[src/rtl/hsvc_pkg.sv]
// Shared constants, types and helpers of the HSV to RGB converter.
`default_nettype none
package hsvc_pkg;

  localparam int unsigned HUE_SECTOR_DEG = 60;
  localparam int unsigned HUE_LIMIT      = 6 * HUE_SECTOR_DEG;
  localparam int unsigned HUE_PERIOD     = 2 * HUE_SECTOR_DEG;
  localparam int unsigned FULL_CODE      = 255;
  localparam int unsigned MID_DEN        = FULL_CODE * HUE_SECTOR_DEG;

  // Quotient by MID_DEN: reciprocal estimate, then one correction step.
  localparam int unsigned SPAN_W      = 22;
  localparam int unsigned RECIP_SHIFT = SPAN_W;
  localparam int unsigned RECIP_MUL   = (1 << RECIP_SHIFT) / MID_DEN;
  localparam int unsigned RECIP_W     = 9;
  localparam int unsigned REM_W       = 15;

  // Hue sector, named by the channels taking the top and middle levels.
  typedef enum logic [2:0] {
    SEC_RG   = 3'd0,
    SEC_GR   = 3'd1,
    SEC_GB   = 3'd2,
    SEC_BG   = 3'd3,
    SEC_BR   = 3'd4,
    SEC_RB   = 3'd5,
    SEC_GREY = 3'd6
  } sector_t;

  typedef struct packed {
    logic ld_est;
    logic ld_rem;
  } pipe_ctl_t;

  // Exact floor(x / 255) for any x up to 255 * 255.
  function automatic logic [7:0] div255(input logic [15:0] x);
    logic [16:0] acc;
    acc = {1'b0, x} + {9'd0, x[15:8]} + 17'd1;
    return acc[15:8];
  endfunction

endpackage
`default_nettype wire

[src/rtl/hsvc_quot.sv]
// Two-stage quotient unit: ceiling of the middle-level offset over 15300.
`default_nettype none
module hsvc_quot (
  input  logic                     clk,
  input  hsvc_pkg::pipe_ctl_t      ctl,
  input  logic [hsvc_pkg::SPAN_W-1:0] span_in,
  output logic [7:0]               quot
);
  import hsvc_pkg::*;

  logic [SPAN_W-1:0]          span_r;
  logic [7:0]                 est_r;
  logic [7:0]                 est2_r;
  logic [REM_W-1:0]           rem_r;
  logic [SPAN_W+RECIP_W-1:0]  prod;
  logic [SPAN_W-1:0]          back;
  logic [SPAN_W-1:0]          rem_full;

  // The estimate never exceeds the true quotient and trails it by at most one.
  assign prod     = {{RECIP_W{1'b0}}, span_in} * (SPAN_W+RECIP_W)'(RECIP_MUL);
  assign back     = SPAN_W'(est_r) * SPAN_W'(MID_DEN);
  assign rem_full = span_r - back;

  always_ff @(posedge clk) begin
    if (ctl.ld_est) begin
      span_r <= span_in;
      est_r  <= prod[RECIP_SHIFT+7:RECIP_SHIFT];
    end
    if (ctl.ld_rem) begin
      est2_r <= est_r;
      rem_r  <= rem_full[REM_W-1:0];
    end
  end

  assign quot = est2_r + ((rem_r >= REM_W'(MID_DEN)) ? 8'd1 : 8'd0);

endmodule
`default_nettype wire

[src/rtl/hsv_to_rgb_convert.sv]
// Top level of the pipelined HSV to RGB colour converter.
//
//   channel | direction | handshake           | payload
//   in_     | request   | in_valid, in_stall  | hue_degrees, saturation_frac, brightness_frac
//   out_    | result    | out_valid, out_stall| red_level, green_level, blue_level
//
// Five register stages; one request enters per clock when nothing stalls,
// and its result leaves from the fifth stage. The longest stage holds the
// 22 x 9 reciprocal multiply of the quotient unit.
// Reset (rst_n low at a clock edge) empties every stage.
// Each stage holds its request while the next one is full and stalled, so
// empty stages still take requests while a finished result waits.
`default_nettype none
module hsv_to_rgb_convert (
  input  logic        clk,
  input  logic        rst_n,
  input  logic        in_valid,
  output logic        in_stall,
  input  logic [15:0] in_hue_degrees,
  input  logic [7:0]  in_saturation_frac,
  input  logic [7:0]  in_brightness_frac,
  output logic        out_valid,
  input  logic        out_stall,
  output logic [7:0]  out_red_level,
  output logic [7:0]  out_green_level,
  output logic [7:0]  out_blue_level
);
  import hsvc_pkg::*;

  // Stage valid bits, stage 1 in bit 0.
  logic [4:0]        vld_r;
  logic [4:0]        vld_nxt;
  logic [5:0]        ld;
  pipe_ctl_t         qctl;

  // Stage 1.
  sector_t           sec1_r;
  logic [5:0]        dist1_r;
  logic [15:0]       vs1_r;
  logic [15:0]       bnum1_r;
  logic [7:0]        val1_r;
  // Stage 2.
  sector_t           sec2_r;
  logic [SPAN_W-1:0] span2_r;
  logic [7:0]        bot2_r;
  logic [7:0]        val2_r;
  // Stages 3 and 4 (side band beside the quotient unit).
  sector_t           sec3_r;
  logic [7:0]        bot3_r;
  logic [7:0]        val3_r;
  sector_t           sec4_r;
  logic [7:0]        bot4_r;
  logic [7:0]        val4_r;
  // Stage 5, the output register.
  logic [7:0]        red_r;
  logic [7:0]        green_r;
  logic [7:0]        blue_r;

  logic [8:0]        hue9;
  logic [6:0]        hmod;
  logic [5:0]        hdist;
  sector_t           sec_nxt;
  logic [SPAN_W-1:0] span_nxt;
  logic [7:0]        quot;
  logic [7:0]        mid;
  logic [7:0]        red_nxt;
  logic [7:0]        green_nxt;
  logic [7:0]        blue_nxt;

  // A stage loads when it is empty or when the stage after it loads.
  always_comb begin
    ld[5] = !out_stall;
    ld[4] = !vld_r[4] || ld[5];
    ld[3] = !vld_r[3] || ld[4];
    ld[2] = !vld_r[2] || ld[3];
    ld[1] = !vld_r[1] || ld[2];
    ld[0] = !vld_r[0] || ld[1];
  end

  always_comb begin
    vld_nxt[0] = ld[0] ? in_valid : vld_r[0];
    vld_nxt[1] = ld[1] ? vld_r[0] : vld_r[1];
    vld_nxt[2] = ld[2] ? vld_r[1] : vld_r[2];
    vld_nxt[3] = ld[3] ? vld_r[2] : vld_r[3];
    vld_nxt[4] = ld[4] ? vld_r[3] : vld_r[4];
  end

  always_ff @(posedge clk) begin
    if (!rst_n) begin
      vld_r <= '0;
    end else begin
      vld_r <= vld_nxt;
    end
  end

  assign in_stall  = !ld[0];
  assign out_valid = vld_r[4];

  // Stage 1: sector, distance from the nearest of 60, 180 and 300 degrees, and the two products.
  assign hue9 = in_hue_degrees[8:0];

  always_comb begin
    if (in_hue_degrees >= 16'(HUE_LIMIT)) begin
      sec_nxt = SEC_GREY;
    end else if (hue9 < 9'(HUE_SECTOR_DEG)) begin
      sec_nxt = SEC_RG;
    end else if (hue9 < 9'(2 * HUE_SECTOR_DEG)) begin
      sec_nxt = SEC_GR;
    end else if (hue9 < 9'(3 * HUE_SECTOR_DEG)) begin
      sec_nxt = SEC_GB;
    end else if (hue9 < 9'(4 * HUE_SECTOR_DEG)) begin
      sec_nxt = SEC_BG;
    end else if (hue9 < 9'(5 * HUE_SECTOR_DEG)) begin
      sec_nxt = SEC_BR;
    end else begin
      sec_nxt = SEC_RB;
    end

    if (hue9 < 9'(HUE_PERIOD)) begin
      hmod = hue9[6:0];
    end else if (hue9 < 9'(2 * HUE_PERIOD)) begin
      hmod = 7'(hue9 - 9'(HUE_PERIOD));
    end else begin
      hmod = 7'(hue9 - 9'(2 * HUE_PERIOD));
    end

    if (hmod >= 7'(HUE_SECTOR_DEG)) begin
      hdist = 6'(hmod - 7'(HUE_SECTOR_DEG));
    end else begin
      hdist = 6'(7'(HUE_SECTOR_DEG) - hmod);
    end
  end

  always_ff @(posedge clk) begin
    if (ld[0]) begin
      sec1_r  <= sec_nxt;
      dist1_r <= hdist;
      vs1_r   <= {8'd0, in_brightness_frac} * {8'd0, in_saturation_frac};
      bnum1_r <= {8'd0, in_brightness_frac} * {8'd0, 8'(FULL_CODE) - in_saturation_frac};
      val1_r  <= in_brightness_frac;
    end
  end

  // Stage 2: offset product biased for a ceiling, and the bottom level.
  assign span_nxt = SPAN_W'(vs1_r) * SPAN_W'(dist1_r) + SPAN_W'(MID_DEN - 1);

  always_ff @(posedge clk) begin
    if (ld[1]) begin
      sec2_r  <= sec1_r;
      span2_r <= span_nxt;
      bot2_r  <= div255(bnum1_r);
      val2_r  <= val1_r;
    end
  end

  // Stages 3 and 4.
  assign qctl.ld_est = ld[2];
  assign qctl.ld_rem = ld[3];

  hsvc_quot u_quot (
    .clk     (clk),
    .ctl     (qctl),
    .span_in (span2_r),
    .quot    (quot)
  );

  always_ff @(posedge clk) begin
    if (ld[2]) begin
      sec3_r <= sec2_r;
      bot3_r <= bot2_r;
      val3_r <= val2_r;
    end
    if (ld[3]) begin
      sec4_r <= sec3_r;
      bot4_r <= bot3_r;
      val4_r <= val3_r;
    end
  end

  // Stage 5: middle level and placement of the three levels by sector.
  assign mid = val4_r - quot;

  always_comb begin
    case (sec4_r)
      SEC_RG: begin
        red_nxt = val4_r; green_nxt = mid;    blue_nxt = bot4_r;
      end
      SEC_GR: begin
        red_nxt = mid;    green_nxt = val4_r; blue_nxt = bot4_r;
      end
      SEC_GB: begin
        red_nxt = bot4_r; green_nxt = val4_r; blue_nxt = mid;
      end
      SEC_BG: begin
        red_nxt = bot4_r; green_nxt = mid;    blue_nxt = val4_r;
      end
      SEC_BR: begin
        red_nxt = mid;    green_nxt = bot4_r; blue_nxt = val4_r;
      end
      SEC_RB: begin
        red_nxt = val4_r; green_nxt = bot4_r; blue_nxt = mid;
      end
      default: begin
        red_nxt = bot4_r; green_nxt = bot4_r; blue_nxt = bot4_r;
      end
    endcase
  end

  always_ff @(posedge clk) begin
    if (ld[4]) begin
      red_r   <= red_nxt;
      green_r <= green_nxt;
      blue_r  <= blue_nxt;
    end
  end

  assign out_red_level   = red_r;
  assign out_green_level = green_r;
  assign out_blue_level  = blue_r;

endmodule
`default_nettype wire

[config.mk]
export PLATFORM = sky130hd
export DESIGN_NAME = hsv_to_rgb_convert
export DESIGN_NICKNAME = d
export VERILOG_FILES = /design/src/rtl/hsvc_pkg.sv /design/src/rtl/hsvc_quot.sv /design/src/rtl/hsv_to_rgb_convert.sv
export SDC_FILE = /design/constraint.sdc
export NUM_CORES = 1
export LEC_CHECK = 0
export ABC_AREA = 1
export BUFFER_PORTS_ARGS = -buffer_cell sky130_fd_sc_hd__buf_2
export CAP_MARGIN = 20
export CORE_ASPECT_RATIO = 1.5
export CORE_MARGIN = 1
export CORE_UTILIZATION = 30
export CTS_CLUSTER_SIZE = 30
export DETAILED_ROUTE_END_ITERATION = 12
export PLACE_DENSITY = 0.44
export SLEW_MARGIN = 25
export SYNTH_ARGS = -nofsm -noshare
export SYNTH_HDL_FRONTEND = slang
export SYNTH_SLANG_ARGS = --single-unit
[constraint.sdc]
create_clock -name clk -period 12.55 [get_ports clk]
set_input_delay 1.8825 -clock clk [delete_from_list [all_inputs] [get_ports clk]]
set_output_delay 1.8825 -clock clk [all_outputs]
set_load 0.01 [all_outputs]
# [After elaboration in Yosys (flattened, before gate mapping)]
# Cells that the tools add are included.
[word_totals] reg_bits=203 in_bits=36 output_inout_bits=26 word_cells=89
[classes] add_sub_neg=11 n_mul=5 n_lt_le_gt_ge=8 n_eq_ne=5 muxes=12 reduce_logical=20
[op_table] cell="8-bit case mux with 2 select lines" n=3
[op_table] cell="8-bit by 8-bit multiplier with 16-bit output" n=2
[op_table] cell="22-bit by 8-bit multiplier with 29-bit output, second input constant" n=1
[op_table] cell="22-bit by 14-bit adder with 22-bit output, second input constant" n=1
[op_table] cell="16-bit by 6-bit multiplier with 22-bit output" n=1
[op_table] cell="9-bit by 8-bit < comparator with 1-bit output, second input constant" n=2
[op_table] cell="16-bit by 1-bit adder with 16-bit output, second input constant" n=1
[op_table] cell="16-bit by 8-bit adder with 16-bit output" n=1
[op_table] cell="16-bit by 9-bit >= comparator with 1-bit output, second input constant" n=1
[op_table] cell="15-bit by 14-bit >= comparator with 1-bit output, second input constant" n=1
[op_table] cell="15-bit subtractor" n=1
[op_table] cell="7-bit 2-to-1 mux" n=2
[op_table] cell="2-bit OR reduction" n=7
[op_table] cell="7-bit subtractor, second input constant" n=2
[op_table] cell="8-bit by 12-bit multiplier with 13-bit output, second input constant" n=1
[op_table] cell="3-bit 2-to-1 mux" n=4
[op_table] cell="9-bit by 6-bit < comparator with 1-bit output, second input constant" n=1
[op_table] cell="9-bit by 7-bit < comparator with 1-bit output, second input constant" n=1
[op_table] cell="9-bit < comparator, second input constant" n=1
[op_table] cell="8-bit adder" n=1
[op_table] cell="8-bit subtractor" n=1
[op_table] cell="8-bit subtractor, first input constant" n=1
[op_table] cell="7-bit by 6-bit >= comparator with 1-bit output, second input constant" n=1
[op_table] cell="1-bit zero test" n=7
[op_table] cell="9 further kinds" n=16

# [Logic depth before layout (Yosys ltp)]
# Gate-level depths: netlist of run 1.
[logic_depth] word_depth=7 depth_mapped=23 mapped_depth_nobuf=22

# [By module]
# From an unflattened synthesis of run 1, not the netlist that was laid out.
[hier_totals] hier_cells=2252 hier_area_um2=19516.2
[by_module_without_submodules] mod="hsv_to_rgb_convert" n_inst=1 cells_per_inst=1587 area_each_um2=14131.1 seq_area_each_um2=4664.5
[by_module_without_submodules] mod="hsvc_quot" n_inst=1 cells_per_inst=665 area_each_um2=5385.2 seq_area_each_um2=1261.2

# [Least setup slack after synthesis of run 1]
# No wires, ideal clock.
[synth_timing] path_kind="input-to-output" start="in out_stall" end="out in_stall" arrival_time_ps=5507 required_ps=10667 setup_slack_ps=5160 stages=8 n_path_buf=0 cell_sequence="nand2_1 -> nor2_1 -> inv_1 -> nor2_1 -> inv_1 -> nor2_1 -> inv_1 -> nor2_1"
[synth_between] elab_chain_cells=7
[synth_lines] item="start, declared" line_no="hsv_to_rgb_convert.sv:23" rtl="input logic out_stall,"
[synth_lines] item="1-bit zero test" line_no="hsv_to_rgb_convert.sv:72" rtl="ld[5] = !out_stall;"
[synth_lines] item="1-bit logical OR" line_no="hsv_to_rgb_convert.sv:73" rtl="ld[4] = !vld_r[4] || ld[5];"
[synth_lines] item="1-bit logical OR" line_no="hsv_to_rgb_convert.sv:74" rtl="ld[3] = !vld_r[3] || ld[4];"
[synth_lines] item="via ld[3]" line_no="hsv_to_rgb_convert.sv:33" rtl="logic [5:0] ld;"
[synth_lines] item="1-bit logical OR" line_no="hsv_to_rgb_convert.sv:75" rtl="ld[2] = !vld_r[2] || ld[3];"
[synth_lines] item="via ld[2]" line_no="hsv_to_rgb_convert.sv:33"
[synth_lines] item="1-bit logical OR" line_no="hsv_to_rgb_convert.sv:76" rtl="ld[1] = !vld_r[1] || ld[2];"
[synth_lines] item="via ld[1]" line_no="hsv_to_rgb_convert.sv:33"
[synth_lines] item="1-bit logical OR" line_no="hsv_to_rgb_convert.sv:77" rtl="ld[0] = !vld_r[0] || ld[1];"
[synth_lines] item="1-bit zero test" line_no="hsv_to_rgb_convert.sv:96" rtl="assign in_stall = !ld[0];"
[synth_lines] item="end, declared" line_no="hsv_to_rgb_convert.sv:18" rtl="output logic in_stall,"
# The timed path passes the listed nets, and every way through them passes these cells.

# [Worst setup path in the final report of run 1]
[layout_timing] start="in out_stall" end="out in_stall"
[layout_between] elab_chain_cells=7
[layout_lines] item="1-bit zero test" line_no="hsv_to_rgb_convert.sv:72"
[layout_lines] item="1-bit logical OR" line_no="hsv_to_rgb_convert.sv:73"
[layout_lines] item="via ld[4]" line_no="hsv_to_rgb_convert.sv:33"
[layout_lines] item="1-bit logical OR" line_no="hsv_to_rgb_convert.sv:74"
[layout_lines] item="via ld[3]" line_no="hsv_to_rgb_convert.sv:33"
[layout_lines] item="1-bit logical OR" line_no="hsv_to_rgb_convert.sv:75"
[layout_lines] item="via ld[2]" line_no="hsv_to_rgb_convert.sv:33"
[layout_lines] item="1-bit logical OR" line_no="hsv_to_rgb_convert.sv:76"
[layout_lines] item="via ld[1]" line_no="hsv_to_rgb_convert.sv:33"
[layout_lines] item="1-bit logical OR" line_no="hsv_to_rgb_convert.sv:77"
[layout_lines] item="1-bit zero test" line_no="hsv_to_rgb_convert.sv:96"
# The timed path passes the listed nets, and every way through them passes these cells.

==> results of run 1 <==
-- logic make-up after synthesis --
logic type	share of synthesized area
AOI/OAI and AO/OA	0.0578
xor gates and xnor gates	0.0335
adders and majority gates	0.330
buffers and inverters	0.112
DFF	0.306
and+or+nand+nor	0.160
-- per-stage QoR --
| step | worst slack, ns | hold WS [ns] |
|---|---|---|
| after CTS | 6.28 | 0.420 |
| after global placement | 6.29 | 0.402 |
| after detailed placement | 6.29 | 0.405 |
| after floorplan | 5.16 | 0.400 |
| final | 6.72 | 0.415 |
| after global routing | 6.38 | 0.420 |
-- sequential cells by signal, indices dropped and copies added, names as in the netlist, 13 cells and up --
register,cells
bnum1_r,16
span2_r,22
u_quot.rem_r,13
u_quot.span_r,13
vs1_r,16
-- worst max path at each step --
| stage | depth (start not counted) | slack (ns) | to |
|---|---|---|---|
| floorplan | 8 | 5.16 | in_stall |
| global placement | 12 | 6.29 | in_stall |
| detailed placement | 12 | 6.29 | in_stall |
| CTS | 12 | 6.28 | in_stall |
| global route | 12 | 6.38 | in_stall |
| finish | 12 | 6.72 | in_stall |
-- cell type report --
cell class / instances / area [um2] / area share
Clock buffer: 21 / 440 / 0.0209
Clock inverter: 11 / 90.1 / 0.00427
Inverter: 546 / 2050 / 0.0971
Multi-Input combinational cell: 1430 / 11200 / 0.533
Sequential cell: 199 / 5930 / 0.281
Tap cell: 805 / 1010 / 0.0477
Timing Repair Buffer: 65 / 335 / 0.0159
-- layout by cell type, fill, tap and decap left out, types with 3 or more instances in the layout --
cell type,n
clkbuf_1,4
dfxtp_1,5
a21o_1,14
clkinvlp_4,3
nand2_2,4
a31oi_1,5
xnor2_1,26
inv_6,4
nor2_2,5
xor2_1,48
nor3_1,17
nand2_1,493
a21oi_1,84
fa_1,162
nand3_1,88
ha_1,251
and3_1,3
nand4_1,17
o211ai_1,16
edfxtp_1,194
o221ai_1,6
buf_4,4
o21bai_1,7
clkbuf_16,17
nor2_1,111
inv_1,544
o21ai_0,42
nor4_1,6
a21boi_0,5
buf_2,61
-- layer usage --
layer,up-vias,GRT usage
li1,7022,-
met1,6678,0.151
met2,177,0.289
met3,51,0.0134
met4,0,0.0441
met5,-,0
==> out/qor.yml, run 1 <==
grt_max_degree: 50
layoutNonFillerInstCount: 3077
syn_inst: 2206
h-tree-depth: 4
cp_slowest_stage_delay_ns: 0.43
r2r_start: "dist1_r[3]"
grt_first_pass_wirelength_mm: 74.1
ys_seq_area_frac: 0.306
cp_cell_sequence: "buf_2 -> nand2_2 -> nor2_1 -> inv_1 -> buf_4 -> nor2_1 -> inv_1 -> buf_4 -> nor2_1 -> inv_1 -> nor2_1 -> buf_2"
startpoint_type: "input pin"
finalMaxSlewViolations: 0
fp.coreArea_um2: 63500
yosysUniqueCellTypes: 40
cts_tree: "done"
synthTopCellsByCount: "inv_1, nand2_1, ha_1"
grtUsageTotal: 0.143
die_x_um: 209
top_layer_used: "met4"
first_pass_iters: 5
cts-root-buf: "clkbuf_16"
slowest_stage: "nand2_2"
drv_cap: 0
grt_antenna_before_repair: 0
layout_min_cycle_time_ns: 5.83
design_area_um2: 21100
portBuffers: 61
ctsHoldBuffers: 0
clk_latency_ns: 0.45
status: "finished clean"
dpl_cell_area_um2: 20600
tns_ns: 0
worstSetupEndpointType: "primary output"
die_area_um2: 65500
synth_area_um2: 19300
min_from: "bot3_r[3]"
synth-seq-cells: 199
syn_nets: 2655
setup_viol: 0
drive_above_1_share: 0.0493
synth_async_sr_flop_share: 0
ys.flop_type: "edfxtp_1"
post_cts_buffers: 0
via_count: 13900
final_util: 0.332
crit_buf_inv: 7
worst-r2r-cell-count: 16
wl_met2_mm: 25.2
die_h_um: 313
rows: 113
path_clk_slew_ns: 0.08
crit_arrival_ns: 3.95
hold_violations: 0
fillers: 6599
start_util: 0.305
yosys-top-cells-area: "edfxtp_1, fa_1, ha_1, inv_1, nand2_1"
drt_wl_total_mm: 44.6
met3_length_um: 879
place_congestion: 0.847
io_pins: 62
hpwl_mm: 37.7
overflow: 0
fin_crit_sh: 0.465
rsz0062_at_grt: "false"
cp_top_family: "buffers and inverters"
nNetsFinal: 2708
antennaDiodeCount: 0
avgSynthCellArea_um2: 8.77
hold_depth: 0
reg2reg_slack_ns: 7.78
yosys.area.top_type: "edfxtp_1"
cts_buffers: 17
drtAntennaViolNets: 0
yosysWarnings: 0
crit_type: "in -> out"
grt_pass1_vias: 14800
clkSinkCount: 199
synth_most_common_cell: "inv_1"
r2r_end: "span2_r[19]"
vias_per_cell: 4.53
worst_pin_slew_ns: 0.738
synth_edf_count: 194
crit_fanout: 42
synth_top_area_frac: 0.301
post_cts_resized: 0
dp.cells: 3045
finClkSkew_ns: 0.0133
worstHoldEndpoint: "bot4_r[3]"
crit_start: "out_stall"
clk_path_buf_depth: 2
wl_per_cell_um: 14.5
slew_headroom: 0.508
hold_class: "reg -> reg"
drtIter0Drc: 586
drcViolationCount: 0
critPathRequiredTime_ns: 10.67
fmax_ghz: 0.171
area_growth_pct: 9.09
wl_met1_mm: 17.5
path_common_cell: "nor2_1"
Power of run 1 is left out: the tool's default activity adds up to more than one toggle a clock period on the data nets, which glitch-free logic cannot reach.
==> run 2, diff against run 1 <==
==> constraint.sdc (replaced) <==
create_clock -name clk -period 5.85 [get_ports clk]
set_input_delay 0.8775 -clock clk [delete_from_list [all_inputs] [get_ports clk]]
set_output_delay 0.8775 -clock clk [all_outputs]
set_load 0.01 [all_outputs]
==> run 2 against run 1 <==
Via count rose by 0.37%. Highest routed layer unchanged. Critical path depth is 2 higher. Flip-flop and latch count unchanged. Die area unchanged. Setup slack worse by 5.6 ns. Final cell count about the same. Global-route usage is 0.32 points lower. Critical path type is now reg -> reg. Design area grew 0.50%. Count of clock-buffer cells in the layout fell by 3. Clock skew is 0.0029 ns higher. Worst hold slack improved by 0.0017 ns.
==> out/qor.yml, run 2 (same netlist as run 1, synthesis figures left out) <==
drt_wl_total_mm: 44.1
grtUsageTotal: 0.139
final_cell_mix: "inv_1, nand2_1, ha_1"
via_count: 14000
place_congestion: 0.883
antennaDiodeCount: 0
fmax_ghz: 0.211
status: "finished clean"
hold_violations: 0
fp.coreArea_um2: 63500
crit_arrival_ns: 4.94
worst_pin_slew_ns: 0.745
portBuffers: 61
crit_type: "reg -> reg"
cts-root-buf: "clkbuf_16"
finalMaxSlewViolations: 0
startpoint_type: "flip-flop"
grt_pass1_vias: 14700
largest-register: "span2_r"
worst-r2r-cell-count: 14
vias_per_cell: 4.54
critPathRequiredTime_ns: 6.05
ctsHoldBuffers: 0
io_pins: 62
cp_top_family: "adder cells"
drive_above_1_share: 0.0515
worstHoldEndpoint: "val3_r[6]"
setup_ws_ns: 1.10
overflow: 0
drtAntennaViolNets: 0
path_clk_slew_ns: 0.08
hold_class: "reg -> reg"
hold_depth: 0
slew_headroom: 0.503
finClkSkew_ns: 0.0162
nNetsFinal: 2709
rows: 113
worstSetupEndpointType: "flip-flop"
h-tree-depth: 4
die_x_um: 209
wl_per_cell_um: 14.3
r2r_end: "span2_r[18]"
crit_buf_inv: 3
crit_fanout: 16
reg.largest.list: "span2_r (22), bnum1_r (16), vs1_r (16)"
min_from: "val2_r[6]"
cts_buffers: 17
layout_min_cycle_time_ns: 4.75
pre_cts_slack_ns: 0.714
setup_viol: 0
clk_path_buf_depth: 2
cts_tree: "done"
layout_commonest_cell: "inv_1"
grt_antenna_before_repair: 0
drv_cap: 0
hpwl_mm: 37.3
cp_slowest_stage_delay_ns: 0.79
tns_ns: 0
fin_crit_sh: 0.811
reg2reg_slack_ns: 1.10
rsz0062_at_grt: "false"
die_area_um2: 65500
largest_register_ffs: 22
area_growth_pct: 9.63
drtIter0Drc: 516
slowest_stage: "edfxtp_1"
grt_max_degree: 50
die_h_um: 313
start_util: 0.305
first_pass_iters: 5
cp_cell_sequence: "nand2_1 -> inv_1 -> fa_1 -> fa_1 -> fa_1 -> inv_1 -> fa_1 -> inv_1 -> ha_1 -> nand2_1 -> nor4_1 -> nand3_1 -> nand3_1 -> xor2_1"
crit_start: "dist1_r[2]"
post_cts_buffers: 0
fillers: 6635
drcViolationCount: 0
clkSinkCount: 199
clk_latency_ns: 0.46
path_common_cell: "fa_1"
r2r_start: "dist1_r[2]"
post_cts_resized: 0
grt_first_pass_wirelength_mm: 72.5
## run 2: changes by cell type in the layout (fill, tap and decap cells not counted), moves of 2 or more
cell	previous run	this run
clkbuf_1	4	0
inv_6	4	2
clkinv_2	2	0
clkinv_8	0	5
## run 2: layer usage
layer / track usage / vias to the layer above / share of wire
met3: 0.0148 / 56 / 0.020
met5: 0 / - / 0
li1: - / 7026 / -
met2: 0.278 / 198 / 0.56
met4: 0.0436 / 0 / 0.023
met1: 0.150 / 6700 / 0.40
## run 2: worst max-delay path by stage
stage	endpoint	slack, ns	cells after the start
finish	span2_r[18]	1.10	14
global route	span2_r[19]	0.77	14
floorplan	bnum1_r[0]	0.28	9
global placement	bnum1_r[12]	0.73	18
CTS	span2_r[18]	1.09	14
detailed placement	bnum1_r[12]	0.71	18
## run 2: layout make-up
cell class	count	area (um2)	area share
inverter	546	2050	0.0968
tap	805	1010	0.0475
multi-input combinational	1430	11200	0.531
clock buffer	18	439	0.0207
timing repair buffer	66	355	0.0168
sequential	199	5930	0.279
clock inverter	14	173	0.00814
## run 2: stage by stage
step / utilization / std cells / hold slack (ns) / cell area [um2]
3_5_place_dp: 0.324 / 3045 / 0.405 / 20600
6_report: 0.334 / 3078 / 0.417 / 21200
5_1_grt: 0.334 / 3078 / 0.424 / 21200
2_1_floorplan: - / 2206 / 0.400 / 19300
4_1_cts: 0.334 / 3077 / 0.423 / 21200
3_3_place_gp: 0.324 / 3045 / 0.405 / 20600
Power of run 2 is left out for the same reason.
